==> config.mk <==
export PLATFORM = sky130hd
export DESIGN_NAME = optp_cell
export DESIGN_NICKNAME = d
export VERILOG_FILES = /design/src/hw/rtl/optp_pkg.sv /design/src/hw/rtl/optp_cell.sv
export SDC_FILE = /design/constraint.sdc
export NUM_CORES = 2
export LEC_CHECK = 0
export BUFFER_PORTS_ARGS = -buffer_cell sky130_fd_sc_hd__buf_2
export CAP_MARGIN = 20
export CORE_UTILIZATION = 52
export DETAILED_ROUTE_END_ITERATION = 10
export PLACE_DENSITY = 0.75
export SLEW_MARGIN = 5
export SYNTH_ARGS = -nofsm -noshare
export SYNTH_HDL_FRONTEND = slang
export SYNTH_SLANG_ARGS = --single-unit
==> constraint.sdc <==
create_clock -name clock -period 12.5 [get_ports clock]
set_input_delay 0 -clock clock [delete_from_list [all_inputs] [get_ports clock]]
set_output_delay 0 -clock clock [all_outputs]
set_load 0.03 [all_outputs]
==> src/hw/rtl/optp_pkg.sv <==
`default_nettype none
package optp_pkg;

   localparam int SCORE_W = 48;
   localparam int PRICE_W = 35;
   localparam int CAND_W  = 50;
   localparam int PRICE_IN_W = 32;
   localparam int LATENCY_W  = 3;
   localparam int LIMIT_W    = 3;
   localparam int CSR_DATA_W = 32;

   typedef logic signed [SCORE_W-1:0] score_type;
   typedef logic signed [PRICE_W-1:0] price_type;
   typedef logic signed [CAND_W-1:0]  cand_type;

   localparam score_type SCORE_HI = {1'b0, {(SCORE_W-1){1'b1}}};
   localparam score_type SCORE_LO = {1'b1, {(SCORE_W-1){1'b0}}};

   typedef enum logic {
      CSR_POSITION_LIMIT = 1'b0,
      CSR_FEE            = 1'b1
   } csr_index_type;

   typedef enum logic {
      OP_LOAD = 1'b0,
      OP_READ = 1'b1
   } op_type;

   typedef enum logic [1:0] {
      BP_HOLD_STAY,
      BP_HOLD_NEXT,
      BP_BUY,
      BP_SELL
   } bp_code_type;

   localparam logic signed [1:0] ACT_SELL = 2'sb11;
   localparam logic signed [1:0] ACT_HOLD = 2'sb00;
   localparam logic signed [1:0] ACT_BUY  = 2'sb01;

   typedef enum logic [3:0] {
      ST_IDLE,
      ST_FETCH,
      ST_PRICE,
      ST_CAND,
      ST_MERGE,
      ST_SCAN,
      ST_TB_ISSUE,
      ST_TB_STEP,
      ST_TB_LAST
   } state_type;

   typedef struct packed {
      logic init;
      logic cand_en;
      logic merge_en;
   } cell_ctrl_type;

   function automatic score_type sat_score(input cand_type v);
      logic [CAND_W-SCORE_W:0] top;
      top = v[CAND_W-1:SCORE_W-1];
      if (top == '0 || top == '1) begin
         return v[SCORE_W-1:0];
      end else if (v[CAND_W-1]) begin
         return SCORE_LO;
      end else begin
         return SCORE_HI;
      end
   endfunction

endpackage
`default_nettype wire

==> src/hw/rtl/optp_cell.sv <==
`default_nettype none
module optp_cell #(
   parameter int WAITS = 8,
   parameter int WW    = 3
) (
   input  wire logic                    clock,
   input  wire logic                    reset,
   input  wire optp_pkg::cell_ctrl_type ctrl,
   input  wire logic                    active,
   input  wire logic                    init_on,
   input  wire optp_pkg::price_type     buy_price,
   input  wire optp_pkg::price_type     sell_price,
   input  wire logic [WW-1:0]           lag,
   input  wire optp_pkg::score_type     lo_score,
   input  wire logic                    lo_valid,
   input  wire optp_pkg::score_type     hi_score,
   input  wire logic                    hi_valid,
   output optp_pkg::score_type          row_score [WAITS],
   output logic                         row_valid [WAITS],
   output optp_pkg::bp_code_type        code [WAITS]
);

   optp_pkg::score_type   s_ff  [WAITS];
   logic                  v_ff  [WAITS];
   optp_pkg::score_type   hs_ff [WAITS];
   logic                  hv_ff [WAITS];
   optp_pkg::bp_code_type hc_ff [WAITS];
   optp_pkg::bp_code_type c_ff  [WAITS];
   optp_pkg::score_type   buy_ff, sell_ff;
   logic                  buy_ok_ff, sell_ok_ff;
   logic                  stay0;

   // hold at wait zero: keep own slot only when strictly better
   assign stay0 = v_ff[0] && (!v_ff[1] || s_ff[0] > s_ff[1]);

   always_ff @(posedge clock) begin
      if (ctrl.cand_en) begin
         buy_ff     <= optp_pkg::sat_score(optp_pkg::CAND_W'(lo_score)
                                           - optp_pkg::CAND_W'(buy_price));
         sell_ff    <= optp_pkg::sat_score(optp_pkg::CAND_W'(hi_score)
                                           + optp_pkg::CAND_W'(sell_price));
         buy_ok_ff  <= lo_valid;
         sell_ok_ff <= hi_valid;
      end
   end

   for (genvar j = 0; j < WAITS; j++) begin : g_slot
      optp_pkg::score_type   ms;
      logic                  mv;
      optp_pkg::bp_code_type mc;

      if (j == 0) begin : g_head
         always_ff @(posedge clock) begin
            if (ctrl.cand_en) begin
               hs_ff[j] <= stay0 ? s_ff[0] : s_ff[1];
               hv_ff[j] <= stay0 ? v_ff[0] : v_ff[1];
               hc_ff[j] <= stay0 ? optp_pkg::BP_HOLD_STAY : optp_pkg::BP_HOLD_NEXT;
            end
         end
      end else if (j + 1 < WAITS) begin : g_mid
         always_ff @(posedge clock) begin
            if (ctrl.cand_en) begin
               hs_ff[j] <= s_ff[j+1];
               hv_ff[j] <= v_ff[j+1];
               hc_ff[j] <= optp_pkg::BP_HOLD_NEXT;
            end
         end
      end else begin : g_tail
         always_ff @(posedge clock) begin
            if (ctrl.cand_en) begin
               hs_ff[j] <= s_ff[j];
               hv_ff[j] <= 1'b0;
               hc_ff[j] <= optp_pkg::BP_HOLD_NEXT;
            end
         end
      end

      always_comb begin
         ms = hs_ff[j];
         mv = hv_ff[j];
         mc = hc_ff[j];
         if (lag == WW'(j)) begin
            if (buy_ok_ff && (!mv || buy_ff > ms)) begin
               ms = buy_ff;
               mv = 1'b1;
               mc = optp_pkg::BP_BUY;
            end
            if (sell_ok_ff && (!mv || sell_ff >= ms)) begin
               ms = sell_ff;
               mv = 1'b1;
               mc = optp_pkg::BP_SELL;
            end
         end
      end

      always_ff @(posedge clock) begin
         if (reset) begin
            v_ff[j] <= 1'b0;
         end else if (ctrl.init) begin
            v_ff[j] <= init_on && (j == 0);
         end else if (ctrl.merge_en) begin
            v_ff[j] <= mv && active;
         end
      end

      always_ff @(posedge clock) begin
         if (ctrl.init) begin
            s_ff[j] <= '0;
         end else if (ctrl.merge_en) begin
            s_ff[j] <= ms;
            c_ff[j] <= mc;
         end
      end

      assign row_score[j] = s_ff[j];
      assign row_valid[j] = v_ff[j];
      assign code[j]      = c_ff[j];
   end

endmodule
`default_nettype wire

==> results.py <==
metrics = {
    "cts": {
        "clockRootBuffer": "sky130_fd_sc_hd__clkbuf_16",
        "path_clk_slew_ns": 0.06,
        "cts-buffers-inserted": 95,
        "cts_tree": "built",
        "postCtsSetupBuffers": 0,
        "clock_tree.htree_level_count": 3,
        "cts-root-to-sink-buffers": 3,
        "numClockSinks": 851,
        "clkLatencyLatePin_ns": 0.70,
        "post_cts.resized_instances": 0,
    },
    "detailed_routing": {
        "drtAntennaViolNets": 0,
        "drt-pass1-iter-count": 6,
        "wl_per_cell_um": 27.59,
        "detail_route.iter0.violations": 6559,
        "routed-via-count": 52990,
        "post-route-drc-count": 0,
        "viasPerCell": 6.581,
        "totalWireLength_um": 222200,
    },
    "synth": {
        "synth_seq_cells": 851,
        "synth.net_count": 6910,
        "synth_seq_area_share_pct": 41.25,
        "synth_area_per_cell_um2": 10.56,
        "synth.area.top_cells": "sky130_fd_sc_hd__edfxtp_1 (41%), sky130_fd_sc_hd__ha_1 (17%), sky130_fd_sc_hd__mux2i_1 (7.0%), sky130_fd_sc_hd__a21oi_1 (3.2%), sky130_fd_sc_hd__inv_1 (2.8%)",
        "synthCells": 5866,
        "synthMostInstantiatedCell": "sky130_fd_sc_hd__ha_1",
        "post_synth_instance_area_um2": 61930,
        "yosys.cell_types.count": 85,
        "ys_async_rst_share_pct": 0,
        "synth_largest_type_area_fraction_pct": 41.22,
        "commonest_cells_in_the_synthesized_netlist": "sky130_fd_sc_hd__ha_1 (864), sky130_fd_sc_hd__edfxtp_1 (850), sky130_fd_sc_hd__inv_1 (470)",
        "number_of_warnings_issued_by_yosys": 0,
        "synth_enable_flop_cells": 850,
        "netlist.top_cell.by_area": "sky130_fd_sc_hd__edfxtp_1",
        "synthFlopType": "sky130_fd_sc_hd__edfxtp_1",
    },
    "finish": {
        "final_layout_size_suffix_gt1_share_pct": 14.90,
        "diodes": 0,
        "instances_no_fill": 8052,
        "area_delta_synth_final_pct": 14.05,
        "layout.cell_area.non_filler_um2": 70630,
        "finalNetCount": 7483,
    },
    "worst_hold_path": {
        "timing.hold.worst_endpoint": "sell_ff[1]",
        "worst_hold_path.num_cells": 4,
        "timing.hold.worst.start": "hi_score[1]",
        "hold_class": "input port to flop",
    },
    "place": {
        "placed_area_um2": 66790,
        "post-place-ws_ns": 3.369,
        "buffer_ports.inserted": 585,
        "finalWeightedCongestion": 1.016,
        "dp.cells": 7823,
        "detailedPlacementHpwl_um": 173100,
    },
    "floorplan": {
        "floorplan.initialDensity_pct": 52.44,
        "dieArea_um2": 120500,
        "io-pin-count": 586,
        "fp.dieW_um": 347.1,
        "chipHeight_um": 347.1,
        "fp.coreArea_um2": 118100,
        "core.rowCount": 126,
    },
    "outcome": {
        "outcome": "completed",
    },
    "pwr": {
        "power.leakage_nw": 31.43,
        "total_power_mw": 10.75,
        "max-vdd-ir-drop_mv": 0.1073,
        "power_per_cell_area_nw_per_um2": 152.2,
    },
    "sta": {
        "final_min_period_over_clock_period_pct": 74.43,
        "timing.final.hold_violations": 0,
        "worst_slack_ns": 3.196,
        "fmaxAchievable_mhz": 107.5,
        "finalClockSkew_ns": 0.03509,
        "final_period_minus_worst_setup_slack_ns": 9.304,
        "final_max_slew_viol_count": 0,
        "timing.final.setup_violations": 0,
        "slew_headroom_pct": 23.41,
        "tns_ns": 0,
        "grt_setup_unrepaired": "no",
        "worstMarginPinSlew_ns": 1.139,
    },
    "flow_run": {
        "drv.max_cap_violation_count": 0,
    },
    "setup_path": {
        "critical_path.cell_chain": "buf_4 -> ha_1 -> and4_1 -> a31oi_1 -> o21ai_0 -> a221oi_1 -> o221ai_1 -> o32ai_1 -> o21ai_0 -> nand2_2 -> buf_4 -> mux2i_1 -> ha_1 -> nand4_1 -> nor3_1 -> and4_1 -> and3_1 -> a222oi_1 -> o2111ai_1 -> o21ai_1 -> nand3b_1 -> nand3_1 -> buf_4 -> o221ai_1",
        "slowest_delay_ns": 0.69,
        "worstSetupEndpointType": "flop",
        "critical_path_required_ns": 12.94,
        "r2r_setup_slack_ns": 3.20,
        "arrival_ns": 9.74,
        "critical_path.reg2reg.endpoint": "s_ff[0][84]",
        "critPathMaxFanout": 32,
        "worst-path-buf-inv": 3,
        "worst_r2r_startpoint": "buy_ff[17]",
        "startpoint_type_of_the_worst_setup_path": "flop",
        "cp_top_family": "simple AND/OR/NAND/NOR gates",
        "cp_slowest_cell": "sky130_fd_sc_hd__nor3_1",
        "kind_of_critical_path": "flop to flop",
        "timing.reg2reg.worst_path_depth": 24,
        "crit_path_frequent_cell": "sky130_fd_sc_hd__buf_4",
    },
    "global_routing": {
        "leftover_overflow_at_the_end_of_global_routing": 0,
        "via_count_of_the_first_global_routing_pass": 51770,
        "grt_util_all_layers_pct": 35.90,
        "grt_antenna_before_repair": 9,
        "grt_start_max_net_pins": 164,
        "grt_pass1_wl_um": 324800,
    },
}
layout make-up:
type	count	area, um2
inverter	471	1773
multi-input combinational	4242	33500
clock buffer	112	2547
fill	9759	47450
timing repair buffer	778	4644
tap	1536	1922
clock inverter	62	695.7
sequential	851	25540
sequential cells by signal, indices dropped and copies added (netlist names):
name	flops
hs_ff	336
buy_ok_ff	1
sell_ok_ff	1
c_ff	16
buy_ff	48
hc_ff	2
sell_ff	48
s_ff	384
hv_ff	7
v_ff	8
stage by stage:
| step | util (%) | hold slack (ns) |
|---|---|---|
| 2_1_floorplan | - | 0.09887 |
| 3_3_place_gp | 56.50 | 0.2005 |
| 3_5_place_dp | 56.56 | 0.1976 |
| 4_1_cts | 59.73 | 0.0009118 |
| 5_1_grt | 59.82 | 0.04089 |
| 6_report | 59.82 | 0.01653 |
layer usage:
metal / share of wire [%] / up-vias / global-route usage, % / wire length [um]
met5: 0.0059 / - / 0 / 13
met4: 5.9 / 2 / 19.40 / 13130
met3: 12 / 510 / 10.06 / 26830
met2: 44 / 3055 / 56.04 / 98200
met1: 38 / 25610 / 44.99 / 84000
li1: - / 23810 / - / -
report_power, final:
part	total [mW]	internal (mW)	switching, mW
Combinational	4.02	1.45	2.57
Clock	2.98	1.76	1.22
Sequential	3.75	3.49	0.263
Total	10.7	6.70	4.05
cells by family (layout without fill, tap and decap cells):
logic type | count (synthesis) | in the layout | synth area share (%)
AO/OA/AOI/OAI | 1625 | 1625 | 17.86
adder cells (fa/ha/maj) | 871 | 871 | 17.60
XOR/XNOR | 86 | 86 | 1.216
AND/OR/NAND/NOR | 1174 | 1174 | 9.207
buffers and inverters | 773 | 1423 | 4.902
flip-flops | 851 | 851 | 41.25
multiplexers | 486 | 486 | 7.961
worst register-to-register path, delay by kind of cell (launching register included):
kind	cells	cell delay, ns
simple gates	8	3.02
compound gates	10	3.01
buf+inv	3	1.45
fa+ha+maj	2	0.79
flops	1	0.55
mux	1	0.25
layout by cell type, fill, tap and decap left out, drive strengths merged, types with 53 or more instances in the layout:
master  netlist  layout
clkbuf      220     112
nor3         58      58
nand4       171     171
nand2b       73      73
nand3        78      78
a32oi        95      95
mux2i       434     434
inv         471     474
buf          82     728
nor2        219     219
o221ai      196     196
edfxtp      850     850
o21ai       337     337
a21o        202     202
nand2       410     410
nor2b        54      54
ha          864     864
a21oi       394     394
a221o        53      53
worst max-delay path by stage:
stage / startpoint / end / slack, ns / depth (start not counted)
6_report: buy_ff[17] / s_ff[0][84] / 3.20 / 24
5_1_grt: buy_ff[17] / s_ff[0][84] / 3.12 / 24
4_1_cts: buy_ff[47] / s_ff[1][36] / 3.36 / 22
3_5_place_dp: buy_ff[47] / s_ff[1][36] / 3.37 / 22
3_3_place_gp: buy_ff[47] / s_ff[1][36] / 3.43 / 22
2_1_floorplan: buy_ff[47] / s_ff[1][27] / 6.81 / 24
what timing repair did:
action,in CTS,in global routing
endpoints found under the setup margin,0,0
hold buffers,50,0
hold endpoints to repair,142,0
(Power assumes the default switching activity.)
